**config.mk**
```make
export PLATFORM = sky130hd
export DESIGN_NAME = aging_priority_event_list_unit
export DESIGN_NICKNAME = d
export VERILOG_FILES = /design/src/design/apel_pkg.sv /design/src/design/apel_cell.sv /design/src/design/aging_priority_event_list_unit.sv
export SDC_FILE = /design/constraint.sdc
export NUM_CORES = 2
export LEC_CHECK = 0
export BUFFER_PORTS_ARGS = -buffer_cell sky130_fd_sc_hd__buf_2
export CAP_MARGIN = 30
export CORE_UTILIZATION = 45
export DETAILED_ROUTE_END_ITERATION = 10
export PLACE_DENSITY = 0.61
export SKIP_LAST_GASP = 1
export SLEW_MARGIN = 20
export SYNTH_ARGS = -nofsm -noshare
export SYNTH_HDL_FRONTEND = slang
export SYNTH_HIERARCHICAL = 1
export SYNTH_SLANG_ARGS = --single-unit
export TNS_END_PERCENT = 50
```
**constraint.sdc**
```tcl
create_clock -name i_clk -period 8.3 [get_ports i_clk]
set_input_delay 2.075 -clock i_clk [delete_from_list [all_inputs] [get_ports i_clk]]
set_output_delay 2.075 -clock i_clk [all_outputs]
set_load 0.005 [all_outputs]
```
**src/design/apel_pkg.sv**
```systemverilog
// Shared types and constants of the aging priority event list.
package apel_pkg;

    // Field widths of one list entry.
    localparam int CODE_W = 16;
    localparam int PRIO_W = 8;
    localparam int LIFE_W = 16;

    // Configuration register indexes and reset values.
    localparam int CFG_IDX_W = 4;
    localparam logic [CFG_IDX_W-1:0] CFG_AGE_STEP     = 4'd0;
    localparam logic [CFG_IDX_W-1:0] CFG_REPORT_LIMIT = 4'd1;
    localparam logic [15:0] AGE_STEP_RESET     = 16'd50;
    localparam logic [4:0]  REPORT_LIMIT_RESET = 5'd16;
    localparam logic [4:0]  MAX_RESULTS        = 5'd16;

    // Input operation codes carried on tuser.
    localparam logic OP_REPORT = 1'b0;
    localparam logic OP_TICK   = 1'b1;

    // One list entry.
    typedef struct packed {
        logic              used;
        logic [CODE_W-1:0] code;
        logic [PRIO_W-1:0] prio;
        logic [LIFE_W-1:0] life;
    } t_entry;

    // Where a cell takes its next content from.
    typedef enum logic [2:0] {
        SRC_HOLD,
        SRC_LEFT,
        SRC_RIGHT,
        SRC_NEW,
        SRC_AGE
    } t_src;

    // Values broadcast to every cell.
    typedef struct packed {
        logic [CODE_W-1:0] code;
        logic [PRIO_W-1:0] prio;
        logic [LIFE_W-1:0] life;
        logic [15:0]       age_step;
    } t_bcast;

endpackage

```
**src/design/apel_cell.sv**
```systemverilog
// One cell of the event list chain: holds one entry and moves it on command.
module apel_cell (
    input  logic            i_clk,
    input  logic            i_rst_n,
    input  apel_pkg::t_src   i_src,
    input  apel_pkg::t_bcast i_bcast,
    input  apel_pkg::t_entry i_left,
    input  apel_pkg::t_entry i_right,
    output apel_pkg::t_entry o_entry,
    output logic            o_match,
    output logic            o_gt
);
    import apel_pkg::*;

    logic              r_used;
    logic [CODE_W-1:0] r_code;
    logic [PRIO_W-1:0] r_prio;
    logic [LIFE_W-1:0] r_life;
    t_entry            n_entry;

    // Local compares against the broadcast event.
    assign o_match = r_used && (r_code == i_bcast.code);
    assign o_gt    = r_used && (r_prio > i_bcast.prio);

    assign o_entry = '{used: r_used, code: r_code, prio: r_prio, life: r_life};

    // Next content selection.
    always_comb begin
        n_entry = o_entry;
        case (i_src)
            SRC_LEFT:  n_entry = i_left;
            SRC_RIGHT: n_entry = i_right;
            SRC_NEW: begin
                n_entry.used = 1'b1;
                n_entry.code = i_bcast.code;
                n_entry.prio = i_bcast.prio;
                n_entry.life = i_bcast.life;
            end
            SRC_AGE: begin
                n_entry.used = r_used && (r_life > i_bcast.age_step);
                n_entry.life = r_life - i_bcast.age_step;
            end
            default:   n_entry = o_entry;
        endcase
    end

    // Occupancy flag is control state and is cleared by reset.
    always_ff @(posedge i_clk) begin
        if (!i_rst_n) begin
            r_used <= 1'b0;
        end else begin
            r_used <= n_entry.used;
        end
    end

    // Payload needs no reset.
    always_ff @(posedge i_clk) begin
        r_code <= n_entry.code;
        r_prio <= n_entry.prio;
        r_life <= n_entry.life;
    end

endmodule

```
**src/design/aging_priority_event_list_unit.sv**
```systemverilog
// Top level of the aging priority event list: control sequencer and cell chain.
//
// Usage: items arrive on the s_axis channel; tuser selects the operation
// (report an event or tick), tdata carries code, priority and lifetime.
// A report is accepted in the idle state and updates the chain in the
// report state, and produces no output. A tick ages all cells together,
// then removes one gap per cycle until the list is packed, then, if
// entries remain, rotates the chain once around, presenting cell 0 on
// m_axis during the first min(entries, limit) steps, where limit is
// report_limit clamped to 1..16. An empty list after aging yields one
// result with valid_res low and tlast. s_axis_tready is high only while
// no item is in progress. A stalled m_axis receiver freezes the rotation
// while a result is pending; the finished result waits in the output
// register. The cfg channel is always ready; the user must write it only
// while the block is idle, which the block itself does not enforce.
// Synchronous active-low reset empties the list and loads age_step 50
// and report_limit 16.
module aging_priority_event_list_unit #(
    parameter int LIST_DEPTH = 16
) (
    input  logic        i_clk,
    input  logic        i_rst_n,
    // Input stream.
    input  logic        s_axis_tvalid,
    output logic        s_axis_tready,
    input  logic [39:0] s_axis_tdata,  // event_code[15:0], priority_req[23:16], lifetime[39:24]
    input  logic        s_axis_tuser,  // operation[0]
    // Result stream.
    output logic        m_axis_tvalid,
    input  logic        m_axis_tready,
    output logic [47:0] m_axis_tdata,  // valid_res[0], out_code[16:1], out_priority[24:17],
                                       // remaining_life[40:25], zero fill[47:41]
    output logic        m_axis_tlast,  // last
    // Configuration write channel.
    input  logic        i_cfg_valid,
    output logic        o_cfg_ready,
    input  logic [apel_pkg::CFG_IDX_W-1:0] i_cfg_index,
    input  logic [15:0] i_cfg_data
);
    import apel_pkg::*;

    localparam int KW = (LIST_DEPTH > 1) ? $clog2(LIST_DEPTH) : 1;
    localparam int CW = (KW + 1 > 5) ? KW + 1 : 5;

    typedef enum logic [2:0] {
        S_IDLE,
        S_REPORT,
        S_AGE,
        S_COMPACT,
        S_EMPTY,
        S_ROTATE
    } t_state;

    t_state            r_state;
    logic [15:0]       r_age_step;
    logic [4:0]        r_report_limit;
    logic [CODE_W-1:0] r_code;
    logic [PRIO_W-1:0] r_prio;
    logic [LIFE_W-1:0] r_life;
    logic [KW-1:0]     r_k;
    logic              r_out_valid;
    t_entry            r_out;
    logic              r_out_last;

    t_bcast            w_bcast;
    t_entry            w_entry [LIST_DEPTH];
    t_entry            w_left  [LIST_DEPTH];
    t_entry            w_right [LIST_DEPTH];
    t_src              w_src   [LIST_DEPTH];
    logic [LIST_DEPTH-1:0] w_used;
    logic [LIST_DEPTH-1:0] w_match;
    logic [LIST_DEPTH-1:0] w_gt;
    logic [LIST_DEPTH-1:0] w_pre_gt;
    logic [LIST_DEPTH-1:0] w_pre_hole;
    logic              w_any_match;
    logic              w_full;
    logic              w_compact;
    logic [4:0]        w_limit;
    logic              w_emit;
    logic              w_last;
    logic              w_out_free;
    logic              w_out_load;
    logic              w_in_acc;

    assign w_in_acc      = s_axis_tvalid && s_axis_tready;
    assign s_axis_tready = (r_state == S_IDLE);
    assign o_cfg_ready   = 1'b1;

    assign w_bcast = '{code: r_code, prio: r_prio, life: r_life, age_step: r_age_step};

    // Neighbor wiring of the chain; the tail wraps to cell 0 during rotation.
    always_comb begin
        for (int i = 0; i < LIST_DEPTH; i++) begin
            w_used[i]  = w_entry[i].used;
            w_left[i]  = (i > 0) ? w_entry[(i > 0) ? i - 1 : 0] : '0;
            if (i < LIST_DEPTH - 1) begin
                w_right[i] = w_entry[(i < LIST_DEPTH - 1) ? i + 1 : 0];
            end else begin
                w_right[i] = (r_state == S_ROTATE) ? w_entry[0] : '0;
            end
        end
    end

    // Inclusive prefix flags: any greater priority, any gap at or below a cell.
    always_comb begin
        for (int i = 0; i < LIST_DEPTH; i++) begin
            w_pre_gt[i]   = |(w_gt & ({LIST_DEPTH{1'b1}} >> (LIST_DEPTH - 1 - i)));
            w_pre_hole[i] = |(~w_used & ({LIST_DEPTH{1'b1}} >> (LIST_DEPTH - 1 - i)));
        end
    end

    assign w_any_match = |w_match;
    assign w_full      = w_used[LIST_DEPTH-1];
    assign w_compact   = ~|(~w_used[LIST_DEPTH-2:0] & w_used[LIST_DEPTH-1:1]);

    // Per-cell source selection for each phase.
    always_comb begin
        logic prev_gt;
        logic prev_used;
        for (int i = 0; i < LIST_DEPTH; i++) begin
            prev_gt   = (i > 0) ? w_pre_gt[(i > 0) ? i - 1 : 0] : 1'b0;
            prev_used = (i > 0) ? w_used[(i > 0) ? i - 1 : 0] : 1'b1;
            w_src[i]  = SRC_HOLD;
            unique case (r_state)
                S_REPORT: begin
                    if (w_any_match) begin
                        if (w_match[i]) w_src[i] = SRC_NEW;
                    end else if (!w_full) begin
                        if (w_pre_gt[LIST_DEPTH-1]) begin
                            if (prev_gt) begin
                                w_src[i] = SRC_LEFT;
                            end else if (w_gt[i]) begin
                                w_src[i] = SRC_NEW;
                            end
                        end else if (!w_used[i] && prev_used) begin
                            w_src[i] = SRC_NEW;
                        end
                    end
                end
                S_AGE:     w_src[i] = SRC_AGE;
                S_COMPACT: begin
                    if (!w_compact && w_pre_hole[i]) w_src[i] = SRC_RIGHT;
                end
                S_ROTATE: begin
                    if (!(w_emit && !w_out_free)) w_src[i] = SRC_RIGHT;
                end
                default:   w_src[i] = SRC_HOLD;
            endcase
        end
    end

    // The chain of cells.
    for (genvar g = 0; g < LIST_DEPTH; g++) begin : g_cell
        apel_cell u_cell (
            .i_clk   (i_clk),
            .i_rst_n (i_rst_n),
            .i_src   (w_src[g]),
            .i_bcast (w_bcast),
            .i_left  (w_left[g]),
            .i_right (w_right[g]),
            .o_entry (w_entry[g]),
            .o_match (w_match[g]),
            .o_gt    (w_gt[g])
        );
    end

    // Emission control during rotation: cell 0 holds original entry r_k.
    always_comb begin
        if (r_report_limit == 5'd0) begin
            w_limit = 5'd1;
        end else if (r_report_limit > MAX_RESULTS) begin
            w_limit = MAX_RESULTS;
        end else begin
            w_limit = r_report_limit;
        end
    end

    assign w_out_free = !r_out_valid || m_axis_tready;
    assign w_emit     = (CW'(r_k) < CW'(w_limit)) && w_used[0];
    assign w_last     = ((CW'(r_k) + CW'(1)) == CW'(w_limit)) ||
                        (r_k == KW'(LIST_DEPTH - 1)) || !w_used[1];

    // The output register loads when free: the empty result or an emitted entry.
    assign w_out_load = w_out_free &&
                        ((r_state == S_EMPTY) || ((r_state == S_ROTATE) && w_emit));

    // Sequencer, configuration registers and output register.
    always_ff @(posedge i_clk) begin
        if (!i_rst_n) begin
            r_state        <= S_IDLE;
            r_age_step     <= AGE_STEP_RESET;
            r_report_limit <= REPORT_LIMIT_RESET;
            r_k            <= '0;
            r_out_valid    <= 1'b0;
        end else begin
            if (i_cfg_valid && o_cfg_ready) begin
                unique case (i_cfg_index)
                    CFG_AGE_STEP:     r_age_step     <= i_cfg_data;
                    CFG_REPORT_LIMIT: r_report_limit <= i_cfg_data[4:0];
                    default:          ;
                endcase
            end
            if (w_out_load) begin
                r_out_valid <= 1'b1;
            end else if (r_out_valid && m_axis_tready) begin
                r_out_valid <= 1'b0;
            end
            unique case (r_state)
                S_IDLE: begin
                    if (w_in_acc) begin
                        r_state <= (s_axis_tuser == OP_TICK) ? S_AGE : S_REPORT;
                    end
                end
                S_REPORT: r_state <= S_IDLE;
                S_AGE:    r_state <= S_COMPACT;
                S_COMPACT: begin
                    if (w_compact) begin
                        r_k     <= '0;
                        r_state <= w_used[0] ? S_ROTATE : S_EMPTY;
                    end
                end
                S_EMPTY: begin
                    if (w_out_free) begin
                        r_out_last  <= 1'b1;
                        r_out       <= '0;
                        r_state     <= S_IDLE;
                    end
                end
                S_ROTATE: begin
                    if (!(w_emit && !w_out_free)) begin
                        if (w_emit) begin
                            r_out_last  <= w_last;
                            r_out       <= w_entry[0];
                        end
                        r_k <= r_k + KW'(1);
                        if (r_k == KW'(LIST_DEPTH - 1)) begin
                            r_state <= S_IDLE;
                        end
                    end
                end
                default:  r_state <= S_IDLE;
            endcase
        end
    end

    // Input fields are captured on acceptance.
    always_ff @(posedge i_clk) begin
        if (w_in_acc) begin
            r_code <= s_axis_tdata[15:0];
            r_prio <= s_axis_tdata[23:16];
            r_life <= s_axis_tdata[39:24];
        end
    end

    assign m_axis_tvalid = r_out_valid;
    assign m_axis_tlast  = r_out_last;
    assign m_axis_tdata  = {7'd0, r_out.life, r_out.prio, r_out.code, r_out.used};

    // The list stays packed whenever no item is in progress.
    a_packed_idle: assert property (@(posedge i_clk) disable iff (!i_rst_n)
        (r_state == S_IDLE) |-> w_compact)
        else $error("event list has a gap while idle");

    // A new event on a full list is dropped and leaves occupancy alone.
    a_full_drop: assert property (@(posedge i_clk) disable iff (!i_rst_n)
        (r_state == S_REPORT && !w_any_match && w_full) |=> $stable(w_used))
        else $error("full list changed on dropped event");

    // The empty-list result is always the last of its tick.
    a_empty_last: assert property (@(posedge i_clk) disable iff (!i_rst_n)
        (r_out_valid && !r_out.used) |-> r_out_last)
        else $error("invalid result without last");

    // The empty path is only taken with no entry left.
    a_empty_state: assert property (@(posedge i_clk) disable iff (!i_rst_n)
        (r_state == S_EMPTY) |-> !w_used[0])
        else $error("empty result with entries present");

endmodule
```
==> results by group <==
Status
  • Status: complete, no violations

Logic synthesis
  • Gate Count Post-Synth: just under 7000
  • Sequential share of the synthesized area: about 36%
  • Post-synthesis cell type with the largest combined area: edfxtp_1
  • Cell area after synthesis: just over 60000 sq um
  • Average cell area after synthesis: 9.047 sq um
  • Post-synthesis cell type count: 85
  • Ys async rst share: 0%
  • Post-synth top flop: edfxtp_1
  • Synth area leaders: edfxtp_1 (35%), ha_1 (7.9%), o21ai_0 (6.4%), mux2i_1 (6.3%), xnor2_1 (4.4%)
  • Share of the synthesized area in the top cell type: about a third
  • Synthesis warning total: 6
  • Synthesis-stage register bit count: 767
  • Number of synthesized flops with an enable pin: between 700 and 800

Place
  • RD Place Congestion: roughly 1
  • Placed insts: between 8000 and 9000
  • Placed Area: ~65000 sq um
  • Number of I/O port buffers: between 100 and 150
  • Post-DP HPWL: ~170000 microns

Clock network
  • Clk Latency, worst-skew pair: 0.74 ns
  • Post-CTS Setup Inserts: 0
  • Clock transition at the registers of the reported paths: approximately 0.06 ns
  • CTS max path bufs: 3
  • Clock Sinks: 767
  • Clock buffer count from CTS: between 90 and 100
  • Root buffer cell: clkbuf_16
  • CTS tree: built
  • Htree depth: 3
  • Hold-fix buffer count after cts: 0
  • CTS resizes: 0

Pwr
  • Leakage: ~25 nW
  • P per Cell Area: about 280 nW/um^2
  • IR drop worst, VDD: approximately 0.2 mV

Timing
  • Max Clock Freq: ~150 MHz
  • Final number of hold-violating endpoints: 0
  • Clock skew: ~0.038 ns
  • Slew headroom: 30.57%
  • Final Max Tran Viols: 0
  • RSZ-0062 raised after global routing: no
  • Fin crit share: between 70% and 80%
  • Min Tclk post-route: around 6.5 ns
  • Actual slew at the worst max-slew pin: ~1.0 ns
  • TNS Setup: 0 ns
  • Final setup violation count: 0

Floorplanning
  • I/O pin total: approximately 120
  • Starting density of the core: ~46%
  • # rows: between 100 and 150
  • Die height: between 300 and 400 microns
  • Core area: about 140000 sq um
  • Die width: approximately 370 microns
  • Die footprint: ~140000 sq um

Global routing
  • Initial antenna violation count: 4
  • Number of global-route vias before repair: between 50000 and 60000
  • Grt total ovfl: 0
  • First-pass GRT wire length: 341200 microns
  • GRT Resource Usage Total: between 30% and 40%
  • Largest net degree at the start of global routing: ~120

Worst setup path
  • CP peak stage delay: 0.73 ns
  • Top fanout value on the critical path: 32
  • Critical path, cell by cell: buf_4 -> inv_1 -> ha_1 -> nor2b_1 -> o21ai_0 -> nand2b_1 -> a21oi_1 -> o21ai_0 -> o211a_1 -> nor4_1 -> nand3_1 -> nor4b_1 -> a31oi_1 -> o21ai_0 -> clkbuf_2 -> nor2b_1 -> buf_4 -> nand2_1 -> o22ai_1 -> a21oi_1 -> o21bai_1
  • Reg2reg setup slack: between 1.5 and 2 ns
  • Setup CP Type: reg2reg
  • Crit. End Element: register
  • Slowest-stage cell, CP: nand3_1
  • Worst r2r src: r_prio[1]
  • R2R cell count: 21
  • Most used cell, CP: o21ai_0
  • FF-to-FF End: g_cell[11].u_cell/r_life[8]
  • Worst EP required: around 8.8 ns
  • CP Launch Type: register
  • Crit path DAT: slightly below 7 ns

Job
  • Max-Cap Viols: 0

Detailed routing
  • Post-route ant nets: 0
  • Drt total wl: approximately 230000 microns
  • Drt drc: 0
  • Initial DRC Count: ~7300
  • WL/cell: 26.68 microns
  • DRT Pass-1 Iters: 6
  • Vias: approximately 56000
  • Routed vias/inst: between 6 and 7

Cells and area
  • Design Area, Final: between 60000 and 70000 sq um
  • Layout Nets: between 7000 and 8000
  • Most frequent cells in the layout: o21ai_0 (786), edfxtp_1 (722), nand2_1 (647)
  • Most common cell after layout, fill and taps aside: o21ai_0
  • Fin cells: between 8000 and 9000
  • Syn-to-layout area delta: 10.11%
  • Share of layout cells above drive strength 1: 9.815%

Worst hold path
  • Hold Crit Class: reg2reg
  • Worst Hold End: r_report_limit[0]
  • Hold Crit Depth: 2
  • HP Start: r_report_limit[0]
==> worst max path at each step <==
| stage | to | slack, ns | cells after the start | start |
|---|---|---|---|---|
| after floorplan | g_cell[15].u_cell/r_code[0] | 0.60 | 5 | r_state[0] |
| after global placement | g_cell[0].u_cell/r_life[15] | 1.74 | 16 | r_code[0] |
| after detailed placement | g_cell[13].u_cell/r_life[15] | 1.86 | 19 | r_prio[1] |
| after CTS | g_cell[13].u_cell/r_life[15] | 1.83 | 19 | r_prio[1] |
| after global routing | g_cell[0].u_cell/r_life[10] | 1.51 | 21 | r_prio[1] |
| final | g_cell[11].u_cell/r_life[8] | 1.84 | 21 | r_prio[1] |
==> per-layer routing <==
layer / track usage (%) / wire [microns] / vias up
met5: 0 / 13 / -
met2: 44.89 / 93460 / 3225
met4: 9.699 / 7129 / 2
met1: 50.16 / 107500 / 27023
li1: - / - / 25360
met3: 5.664 / 25890 / 348
==> through the flow <==
| stage | total power, mW | setup WS [ns] | hold WS, ns | utilization (%) |
|---|---|---|---|---|
| after floorplan | 12.01 | 0.5963 | 0.4439 | - |
| after detailed placement | 14.50 | 1.859 | 0.4678 | 47.64 |
| after CTS | 19.07 | 1.832 | 0.4755 | 50.09 |
| final | 19.27 | 1.837 | 0.4715 | 50.14 |
| after global routing | 20.18 | 1.509 | 0.5042 | 50.13 |
| after global placement | 14.41 | 1.737 | 0.4670 | 47.59 |
==> cell usage after synthesis (57+ instances only) <==
master,number
nor2_1,302
nand3_1,95
o21ai_1,57
nor3_1,75
a21o_1,65
nand2_1,647
clkbuf_1,170
xor2_1,150
mux2i_1,388
nand4_1,120
ha_1,389
buf_2,114
edfxtp_1,722
o2bb2ai_1,81
inv_1,486
nand2b_1,83
o21a_1,181
o22ai_1,191
a21oi_1,482
xnor2_1,309
o21ai_0,786
o21bai_1,85
==> flip-flops by register name, summed over array words and instances, names as in the netlist <==
signal,count
r_life,16
g_cell.u_cell/r_code,256
r_k,4
m_axis_tvalid,1
m_axis_tdata,41
g_cell.u_cell/r_prio,128
m_axis_tlast,1
g_cell.u_cell/r_life,256
r_code,16
r_report_limit,5
g_cell.u_cell/r_used,16
r_prio,8
r_age_step,16
r_state,3
==> report_power, final <==
part,internal (mW),switching (mW)
Combinational,3.17,5.04
Sequential,5.47,1.07
Clock,2.67,1.85
==> worst max-delay path, delay by kind of cell (launching register included) <==
kind | cells | cell delay (ns)
AO/OA/AOI/OAI | 9 | 1.82
buffers and inverters | 4 | 0.97
flip-flops | 1 | 0.32
AND/OR/NAND/NOR | 7 | 2.72
adder cells (fa/ha/maj) | 1 | 0.32
==> cell type report <==
| class | instances | area [sq um] |
|---|---|---|
| diodes | 2 | 5.005 |
| well taps | 1781 | 2228 |
| repair buffers | 289 | 1974 |
| clock buffers | 118 | 2516 |
| inverters | 486 | 1824 |
| clock inverters | 63 | 817.0 |
| flip-flops and latches | 767 | 22600 |
| multi-input cells | 5266 | 36210 |
| fillers | 12702 | 67800 |
==> logic make-up (layout without fill, tap and decap cells) <==
kind of cell,count (synthesis),in the layout,synth area share (%)
AOI/OAI and AO/OA,2361,2361,24.13
xor gates and xnor gates,459,459,6.493
DFF,767,767,36.47
buffers and inverters,860,956,5.848
muxes,388,388,6.273
and+or+nand+nor,1602,1602,12.39
adders and majority gates,405,405,8.378
other,2,53,0.01213
No activity file was read; power rests on OpenSTA's default activity.
